### src/design/mck_pkg.sv
package mck_pkg;

	localparam int StepW = 3;

	typedef logic [StepW-1:0] step_t;

	// Microprogram addresses
	localparam step_t STEP_IDLE  = 3'd0;
	localparam step_t STEP_DEC   = 3'd1;
	localparam step_t STEP_SYM   = 3'd2;
	localparam step_t STEP_GAP   = 3'd3;
	localparam step_t STEP_LGAP  = 3'd4;
	localparam step_t STEP_SPACE = 3'd5;

	// Sequencing modes of one control word
	typedef enum logic [2:0] {
		SEQ_NEXT,   // advance
		SEQ_JUMP,   // jump to target
		SEQ_WAIT,   // hold until start, then advance
		SEQ_CLASS,  // space: target, unknown: idle, else advance
		SEQ_LOOP    // more symbols: target, else advance
	} seq_mode_t;

	// Unit counts, stored as units minus one
	localparam logic [1:0] UNITS_1 = 2'd0;
	localparam logic [1:0] UNITS_2 = 2'd1;
	localparam logic [1:0] UNITS_3 = 2'd2;
	localparam logic [1:0] UNITS_4 = 2'd3;

	typedef struct packed {
		seq_mode_t  mode;
		step_t      target;
		logic       ld_char;
		logic       ld_sym;
		logic       emit;
		logic       key;
		logic       sym_units; // units follow the current symbol (1 or 3)
		logic [1:0] units;
		logic       last;
		logic       advance;   // drop the current symbol
	} ctrl_t;

	typedef struct packed {
		logic start;
		logic is_space;
		logic is_unknown;
		logic more;
	} status_t;

	// Code table: length in [7:5], pattern in [4:0]; pattern bit (len-1-i) is symbol i
	function automatic logic [7:0] mck_code(input logic [5:0] idx);
		logic [7:0] r;
		case (idx)
			6'd0:  r = {3'd2, 5'h01};
			6'd1:  r = {3'd4, 5'h08};
			6'd2:  r = {3'd4, 5'h0A};
			6'd3:  r = {3'd3, 5'h04};
			6'd4:  r = {3'd1, 5'h00};
			6'd5:  r = {3'd4, 5'h02};
			6'd6:  r = {3'd3, 5'h06};
			6'd7:  r = {3'd4, 5'h00};
			6'd8:  r = {3'd2, 5'h00};
			6'd9:  r = {3'd4, 5'h07};
			6'd10: r = {3'd3, 5'h05};
			6'd11: r = {3'd4, 5'h04};
			6'd12: r = {3'd2, 5'h03};
			6'd13: r = {3'd2, 5'h02};
			6'd14: r = {3'd3, 5'h07};
			6'd15: r = {3'd4, 5'h06};
			6'd16: r = {3'd4, 5'h0D};
			6'd17: r = {3'd3, 5'h02};
			6'd18: r = {3'd3, 5'h00};
			6'd19: r = {3'd1, 5'h01};
			6'd20: r = {3'd3, 5'h01};
			6'd21: r = {3'd4, 5'h01};
			6'd22: r = {3'd3, 5'h03};
			6'd23: r = {3'd4, 5'h09};
			6'd24: r = {3'd4, 5'h0B};
			6'd25: r = {3'd4, 5'h0C};
			6'd26: r = {3'd5, 5'h1F};
			6'd27: r = {3'd5, 5'h0F};
			6'd28: r = {3'd5, 5'h07};
			6'd29: r = {3'd5, 5'h03};
			6'd30: r = {3'd5, 5'h01};
			6'd31: r = {3'd5, 5'h00};
			6'd32: r = {3'd5, 5'h10};
			6'd33: r = {3'd5, 5'h18};
			6'd34: r = {3'd5, 5'h1C};
			6'd35: r = {3'd5, 5'h1E};
			default: r = {3'd1, 5'h00};
		endcase
		return r;
	endfunction

endpackage

### src/design/mck_seq.sv
module mck_seq import mck_pkg::*; (
	input  logic    clk,
	input  logic    arst_n,
	input  status_t status,
	output ctrl_t   ctrl,
	output logic    busy
);

	step_t pc_q;
	step_t pc_next;

	// Control store
	always_comb begin
		ctrl = '0;
		unique case (pc_q)
			STEP_IDLE: begin
				ctrl.mode    = SEQ_WAIT;
				ctrl.ld_char = 1'b1;
			end
			STEP_DEC: begin
				ctrl.mode   = SEQ_CLASS;
				ctrl.target = STEP_SPACE;
				ctrl.ld_sym = 1'b1;
			end
			STEP_SYM: begin
				ctrl.mode      = SEQ_NEXT;
				ctrl.emit      = 1'b1;
				ctrl.key       = 1'b1;
				ctrl.sym_units = 1'b1;
			end
			STEP_GAP: begin
				ctrl.mode    = SEQ_LOOP;
				ctrl.target  = STEP_SYM;
				ctrl.emit    = 1'b1;
				ctrl.units   = UNITS_1;
				ctrl.advance = 1'b1;
			end
			STEP_LGAP: begin
				ctrl.mode   = SEQ_JUMP;
				ctrl.target = STEP_IDLE;
				ctrl.emit   = 1'b1;
				ctrl.units  = UNITS_2;
				ctrl.last   = 1'b1;
			end
			STEP_SPACE: begin
				ctrl.mode   = SEQ_JUMP;
				ctrl.target = STEP_IDLE;
				ctrl.emit   = 1'b1;
				ctrl.units  = UNITS_4;
				ctrl.last   = 1'b1;
			end
			default: begin
				ctrl.mode   = SEQ_JUMP;
				ctrl.target = STEP_IDLE;
			end
		endcase
	end

	// Select the next step
	always_comb begin
		pc_next = pc_q + step_t'(1);
		unique case (ctrl.mode)
			SEQ_NEXT:  pc_next = pc_q + step_t'(1);
			SEQ_JUMP:  pc_next = ctrl.target;
			SEQ_WAIT:  pc_next = status.start ? pc_q + step_t'(1) : pc_q;
			SEQ_CLASS: begin
				if (status.is_space)
					pc_next = ctrl.target;
				else if (status.is_unknown)
					pc_next = STEP_IDLE;
				else
					pc_next = pc_q + step_t'(1);
			end
			SEQ_LOOP:  pc_next = status.more ? ctrl.target : pc_q + step_t'(1);
			default:   pc_next = STEP_IDLE;
		endcase
	end

	always_ff @(posedge clk or negedge arst_n) begin
		if (!arst_n)
			pc_q <= STEP_IDLE;
		else
			pc_q <= pc_next;
	end

	assign busy = (pc_q != STEP_IDLE);

endmodule

### src/design/mck_datapath.sv
module mck_datapath import mck_pkg::*; (
	input  logic        clk,
	input  logic        arst_n,
	input  ctrl_t       ctrl,
	input  logic        start,
	input  logic [7:0]  char_code,
	input  logic        tpu_we,
	input  logic [15:0] tpu_wdata,
	output status_t     status,
	output logic        key_on,
	output logic [17:0] duration_ticks,
	output logic        last,
	output logic        strobe
);

	localparam logic [7:0] ChSpace = 8'h20;
	localparam logic [7:0] ChUpA   = 8'h41;
	localparam logic [7:0] ChUpZ   = 8'h5A;
	localparam logic [7:0] ChLoA   = 8'h61;
	localparam logic [7:0] ChLoZ   = 8'h7A;
	localparam logic [7:0] Ch0     = 8'h30;
	localparam logic [7:0] Ch9     = 8'h39;

	logic [7:0]  char_q;
	logic [4:0]  pat_q;
	logic [2:0]  cnt_q;
	logic [15:0] tpu_q;

	logic [5:0]  idx;
	logic [7:0]  code;
	logic        unknown;
	logic        dash;
	logic [1:0]  units;
	logic [17:0] dur;
	logic [7:0]  diff;

	// Classify the character and form the table index
	always_comb begin
		unknown = 1'b0;
		diff    = 8'd0;
		idx     = 6'd0;
		if (char_q >= ChUpA && char_q <= ChUpZ) begin
			diff = char_q - ChUpA;
			idx  = diff[5:0];
		end else if (char_q >= ChLoA && char_q <= ChLoZ) begin
			diff = char_q - ChLoA;
			idx  = diff[5:0];
		end else if (char_q >= Ch0 && char_q <= Ch9) begin
			diff = char_q - Ch0 + 8'd26;
			idx  = diff[5:0];
		end else begin
			unknown = 1'b1;
		end
	end

	assign code = mck_code(idx);

	assign status.start      = start;
	assign status.is_space   = (char_q == ChSpace);
	assign status.is_unknown = unknown;
	assign status.more       = (cnt_q > 3'd1);

	// Current symbol sits at bit cnt-1 of the pattern
	assign dash  = pat_q[3'(cnt_q - 3'd1)];
	assign units = ctrl.sym_units ? (dash ? UNITS_3 : UNITS_1) : ctrl.units;

	// Units times ticks per unit, by shift and add
	always_comb begin
		case (units)
			UNITS_1: dur = {2'b00, tpu_q};
			UNITS_2: dur = {1'b0, tpu_q, 1'b0};
			UNITS_3: dur = {2'b00, tpu_q} + {1'b0, tpu_q, 1'b0};
			default: dur = {tpu_q, 2'b00};
		endcase
	end

	// Hold the character and its symbols
	always_ff @(posedge clk) begin
		if (ctrl.ld_char)
			char_q <= char_code;
		if (ctrl.ld_sym) begin
			pat_q <= code[4:0];
			cnt_q <= code[7:5];
		end else if (ctrl.advance) begin
			cnt_q <= cnt_q - 3'd1;
		end
	end

	// Unit length register
	always_ff @(posedge clk or negedge arst_n) begin
		if (!arst_n)
			tpu_q <= 16'd250;
		else if (tpu_we)
			tpu_q <= tpu_wdata;
	end

	// Result register: one beat per emit step
	always_ff @(posedge clk or negedge arst_n) begin
		if (!arst_n)
			strobe <= 1'b0;
		else
			strobe <= ctrl.emit;
	end

	always_ff @(posedge clk) begin
		if (ctrl.emit) begin
			key_on         <= ctrl.key;
			duration_ticks <= dur;
			last           <= ctrl.last;
		end
	end

endmodule

### src/design/morse_code_keyer_unit.sv
// Channel   | Signals                              | Beat taken when
// ----------+--------------------------------------+--------------------------
// command   | start, busy, char_code               | start && !busy
// config    | cfg_valid, cfg_ready, cfg_data       | cfg_valid && cfg_ready
// result    | strobe, key_on, duration_ticks, last | strobe (one cycle each)
//
// A letter or digit of n symbols yields 2n + 1 result beats, a space one
// beat, an unknown character none; one step of the microprogram runs
// per cycle and each emit step yields one result beat.
// The next start is taken in the cycle the final beat is shown.
// Reset sets the unit length to 250 ticks and returns the sequencer to idle.
// Results cannot be stalled; config is taken whenever the unit is not busy.
module morse_code_keyer_unit import mck_pkg::*; (
	input  logic        clk,
	input  logic        arst_n,
	input  logic        start,
	output logic        busy,
	input  logic [7:0]  char_code,
	input  logic        cfg_valid,
	output logic        cfg_ready,
	input  logic [15:0] cfg_data,
	output logic        strobe,
	output logic        key_on,
	output logic [17:0] duration_ticks,
	output logic        last
);

	ctrl_t   ctrl;
	status_t status;

	mck_seq u_seq (
		.clk    (clk),
		.arst_n (arst_n),
		.status (status),
		.ctrl   (ctrl),
		.busy   (busy)
	);

	assign cfg_ready = !busy;

	mck_datapath u_dp (
		.clk            (clk),
		.arst_n         (arst_n),
		.ctrl           (ctrl),
		.start          (start),
		.char_code      (char_code),
		.tpu_we         (cfg_valid && cfg_ready),
		.tpu_wdata      (cfg_data),
		.status         (status),
		.key_on         (key_on),
		.duration_ticks (duration_ticks),
		.last           (last),
		.strobe         (strobe)
	);

	// Final beat of a character leaves the sequencer idle
	a_last_idle: assert property (@(posedge clk) disable iff (!arst_n)
		strobe && last |-> !busy)
		else $error("final beat while sequencer busy");

	// An accepted command starts the program
	a_accept_busy: assert property (@(posedge clk) disable iff (!arst_n)
		start && !busy |=> busy)
		else $error("command accepted but sequencer idle");

	// Every key-on segment is followed at once by an off gap
	a_sym_gap: assert property (@(posedge clk) disable iff (!arst_n)
		strobe && key_on |=> strobe && !key_on && !last)
		else $error("symbol not followed by gap");

	// Beats come only from a running program
	a_beat_busy: assert property (@(posedge clk) disable iff (!arst_n)
		strobe |-> $past(busy))
		else $error("beat without running program");

endmodule

### config.mk
export PLATFORM = sky130hd
export DESIGN_NAME = morse_code_keyer_unit
export DESIGN_NICKNAME = d
export VERILOG_FILES = /design/src/design/mck_pkg.sv /design/src/design/mck_seq.sv /design/src/design/mck_datapath.sv /design/src/design/morse_code_keyer_unit.sv
export SDC_FILE = /design/constraint.sdc
export NUM_CORES = 1
export LEC_CHECK = 0
export ABC_CLOCK_PERIOD_IN_PS = 4000
export BUFFER_PORTS_ARGS = -buffer_cell sky130_fd_sc_hd__buf_4
export CORE_MARGIN = 2
export CORE_UTILIZATION = 25
export CTS_CLUSTER_SIZE = 24
export DETAILED_ROUTE_END_ITERATION = 6
export SLEW_MARGIN = 5
export SYNTH_ARGS = -nofsm -noshare
export SYNTH_HDL_FRONTEND = slang
export SYNTH_HIERARCHICAL = 1
export SYNTH_SLANG_ARGS = --single-unit
### constraint.sdc
create_clock -name clk -period 4 [get_ports clk]
set_input_delay 0.2 -clock clk [delete_from_list [all_inputs] [get_ports clk]]
set_output_delay 0.2 -clock clk [all_outputs]
set_load 0.01 [all_outputs]
# After elaboration in Yosys (flattened, before gate mapping)
# Memories as Yosys holds them, arrays and structs flattened.
# Index checks and enable logic that the tools add are counted.
# word_totals
mem_count	1
reg_bits	56
romBits	512
in_bits	28
elab_cells	77
# classes
eq_ne	13
addsub	7
reduce_logical	12
n_mux	27
order_cmp	8
# memory_table
name	depth	width	rd	rd_clocked_by_memory_dff	write_ports	line	rtl
(no name shown)	64	8	1	0	0	mck_pkg.sv:53	case (idx)
# op_table
op	n
18-bit one-hot mux with 3 select lines	1
16-bit by 17-bit adder with 18-bit output	1
3-bit 2-to-1 mux	6
6-bit 2-to-1 mux	3
8-bit by 7-bit >= comparator with 1-bit output, second input constant	2
8-bit by 7-bit <= comparator with 1-bit output, second input constant	2
3-bit one-hot mux with 5 select lines	1
3-bit by 2-bit == test with 1-bit output, second input constant	4
3-bit one-hot mux with 4 select lines	1
6-bit subtractor, second input constant	2
3-bit == test, second input constant	3
1-bit 2-to-1 mux	9
8-bit by 6-bit == test with 1-bit output, second input constant	1
8-bit by 6-bit >= comparator with 1-bit output, second input constant	1
8-bit by 6-bit <= comparator with 1-bit output, second input constant	1
6-bit by 5-bit adder with 6-bit output, second input constant	1
3-bit by 1-bit == test with 1-bit output, second input constant	2
3-bit logical NOT	2
2-bit 2-to-1 mux	3
3-bit one-hot mux with 2 select lines	1
6-bit by 1-bit subtractor with 6-bit output, second input constant	1
1-bit logical AND	4
3-bit by 4-bit < comparator with 1-bit output, second input constant	1
2-bit one-hot mux with 2 select lines	1
other kinds (13)	13

# Logic depth before layout (Yosys ltp)
# depth
depth_word	8
mapped_depth	12
ltp_nobuf	11

# Hierarchy
# The synthesis kept the hierarchy.
# modules_own_cells
mod	cells_per_inst	n_inst	seq_area_each_um2	area_each_um2
mck_datapath	344	1	1514.0	3893.7
mck_seq	46	1	75.1	414.1
morse_code_keyer_unit	2	1	0.0	10.0

# Worst setup path before layout
# OpenSTA, ideal clock, no wires.
# synth_timing
path_kind	flip-flop to flip-flop
from	register u_dp.char_q[0]
to	register u_dp.pat_q[1], data pin
t_arrival_ns	2.671
synth_period_minus_slack_ns	2.930
setup_slack_ns	1.070
setup_time_ns	0.259
stages_incl_launch_ff	10
path_cell_list	edfxtp_1 inv_1 ha_1 or3b_4 and3_2 o22ai_1 ha_1 nor4_1 a211oi_1 a211o_1
# synth_between
elab_chain_cells	6
word_cells_on_any_way	17
# synth_lines
element	line	rtl
start, declared	mck_datapath.sv:24	logic [7:0] char_q;
start signal, assigned	mck_datapath.sv:80	char_q <= char_code;
6-bit subtractor, or another cell as far along	mck_datapath.sv:49	diff = char_q - Ch0 + 8'd26;
6-bit by 5-bit adder with 6-bit output / 1-bit logical AND (equally long branches)	mck_datapath.sv:49, mck_datapath.sv:48	
6-bit 2-to-1 mux	mck_datapath.sv:48	end else if (char_q >= Ch0 && char_q <= Ch9) begin
6-bit 2-to-1 mux	mck_datapath.sv:45	end else if (char_q >= ChLoA && char_q <= ChLoZ) begin
6-bit 2-to-1 mux (*)	mck_datapath.sv:42	if (char_q >= ChUpA && char_q <= ChUpZ) begin
memory 64 x 8 bit (*)	--	
via u_dp.code[1]	mck_datapath.sv:30	logic [7:0] code;
end signal, assigned	mck_datapath.sv:82	pat_q <= code[4:0];
end, declared	mck_datapath.sv:25	logic [4:0] pat_q;
# The timed path passes the listed nets; every way through them passes the cells marked *.
# A chain may end at the register's enable or synchronous reset.

# Worst setup path in the final report
# layout_timing
from	register u_dp.char_q[0]
to	register u_dp.pat_q[3], data pin
# The elaborated chain is that of the path after synthesis.

==> impl_metrics.toml <==
[sta]
clock_skew_ns = 0.00876
fin_crit_ns = 3.46
setup_viol = 0
finalSetupTns_ns = 0
rsz0062_at_grt = "false"
worst_slack_ns = 0.544
finalHoldViolCount = 0
fmax_mhz = 289
fin_crit_sh = 0.864
worstMarginPinSlew_ns = 0.871
relSlewSlack = 0.414
slew_viol_final = 0

[global_routing]
antenna_found_initial = 0
grt_max_degree = 22
grtUsageTotal = 0.105
grt_first_pass_wirelength_mm = 15.5
first_global_vias = 3124
grt_overflow = 0

[clock_network]
clk_pin_slew_worst_paths_ns = 0.08
postCtsSetupBuffers = 0
clk_latency_ns = 0.29
cts_sinks = 56
cts_tree = "built"
clockBufferDepth = 2
root_buffer = "clkbuf_16"
cts_buffers = 5
htreeDepth = 2

[floorplan]
die_x_um = 135
dieArea_um2 = 18200
start_util = 0.257
rows = 47
fp.coreArea_um2 = 16600
die_y_um = 135
io_pins = 51

[final_layout]
antenna_cells = 0
final_layout_size_suffix_gt1_frac = 0.289
final-instance-count-excl-fill = 653
nNetsFinal = 498
final_common_cell = "buf_4"
layout_common_cells = "buf_4, ha_1, edfxtp_1, nor2_1, inv_1"
area_growth_syn_to_layout_pct = 16.7

[setup_path]
critPathTopFamily = "compound AO/OA/AOI/OAI gates"
slowest_stage = "o22ai_1"
crit_path_start_kind = "flop"
critPathMaxStageDelay_ns = 0.64
crit_buf_inv = 2
cp.required_ns = 4.04
path_cells = "inv_1, ha_1, or3b_4, and3_2, o22ai_1, inv_1, ha_1, o211ai_1, o21ai_0, a22o_1"
worstPathArrival_ns = 3.50
endpoint_kind = "flop"
worstPathMaxFanout = 10
critPathKind = "flop to flop"

[routing]
drtAntennaViolNets = 0
routed_wl_mm = 9.28
drc = 0
drt_iter0_markers = 291
viasPerCell = 4.92
drt-pass1-iter-count = 5
wl_per_cell_um = 14.2
vias = 3210

[synthesis]
syn_area_um2 = 4280
syn_inst = 387
synth_fp_nets = 453
yosys_warnings = 6
synth_area_per_cell_um2 = 11.1

[placement]
gp_congestion = 0.845
dp_hpwl_mm = 7.16
dp_cells = 644
io_buffers = 50
place_ws_ns = 0.602

[pwr]
power_density_nw_per_um2 = 945
ir_worst_vdd_mv = 0.293
p_leak_uw = 0.00204

[run]
drv_cap = 0

[outcome]
status = "completed"

[hold_path]
hp-class = "input port to flop"
## state kept, by name, indices dropped and copies added (netlist names)
register             cells
u_dp/strobe              1
u_seq/pc_q               3
u_dp/duration_ticks     18
u_dp/tpu_q              16
u_dp/last                1
u_dp/pat_q               5
u_dp/key_on              1
u_dp/char_q              8
u_dp/cnt_q               3
## routing by layer
metal	share of wire	wire length [um]	track usage	up-vias
met5	0	0	0	-
met1	0.44	4120	0.134	1580
li1	-	-	-	1555
met3	0.035	327	0.0210	4
met4	0.0074	69	0.0234	0
met2	0.51	4770	0.183	71
## metrics by stage
| step | hold WS [ns] | power [uW] | util | area (um^2) |
|---|---|---|---|---|
| 2_1_floorplan | -0.0956 | 3600 | - | 4280 |
| 3_3_place_gp | 0.103 | 4230 | 0.291 | 4840 |
| 3_5_place_dp | 0.109 | 4290 | 0.291 | 4840 |
| 4_1_cts | 0.0691 | 4750 | 0.300 | 5000 |
| 5_1_grt | 0.0628 | 5140 | 0.300 | 5000 |
| 6_report | 0.0763 | 4720 | 0.300 | 5000 |
## final cells by class
cell class / count / area, um^2
Sequential cell: 56 / 1590
Inverter: 22 / 82.6
Multi-Input combinational cell: 288 / 2460
Tap cell: 220 / 275
Timing Repair Buffer: 59 / 445
Fill cell: 1690 / 11600
Clock buffer: 6 / 129
Clock inverter: 2 / 16.3
## worst paths after layout
path / cells after the start / endpoint / slack, ns / from
worst max-delay path: 10 / u_dp/pat_q[3]$_DFFE_PP_ / 0.54 / u_dp/char_q[0]$_DFFE_PP_
worst min-delay path: 1 / u_dp/char_q[4]$_DFFE_PP_ / 0.08 / char_code[4]
worst max register to register: 10 / u_dp/pat_q[3]$_DFFE_PP_ / 0.54 / u_dp/char_q[0]$_DFFE_PP_
worst min register to register: 1 / u_dp/tpu_q[0]$_DFFE_PN0P_ / 0.59 / u_dp/tpu_q[0]$_DFFE_PN0P_
max in group asynchronous: 2 / u_dp/tpu_q[7]$_DFFE_PN1P_ / 3.40 / arst_n
min in group asynchronous: 2 / u_dp/strobe$_DFF_PN0_ / 0.32 / arst_n
## timing repair
action                                 CTS  global route
endpoints found under the hold margin   14             0
gates resized for setup                  0             0
hold buffers                             1             0
## power breakdown
group	switching (uW)	internal [uW]	leakage, uW
clock	205	234	0.0000671
sequential	261	1070	0.000576
combinational	1510	1440	0.00140
(Power assumes the default switching activity.)
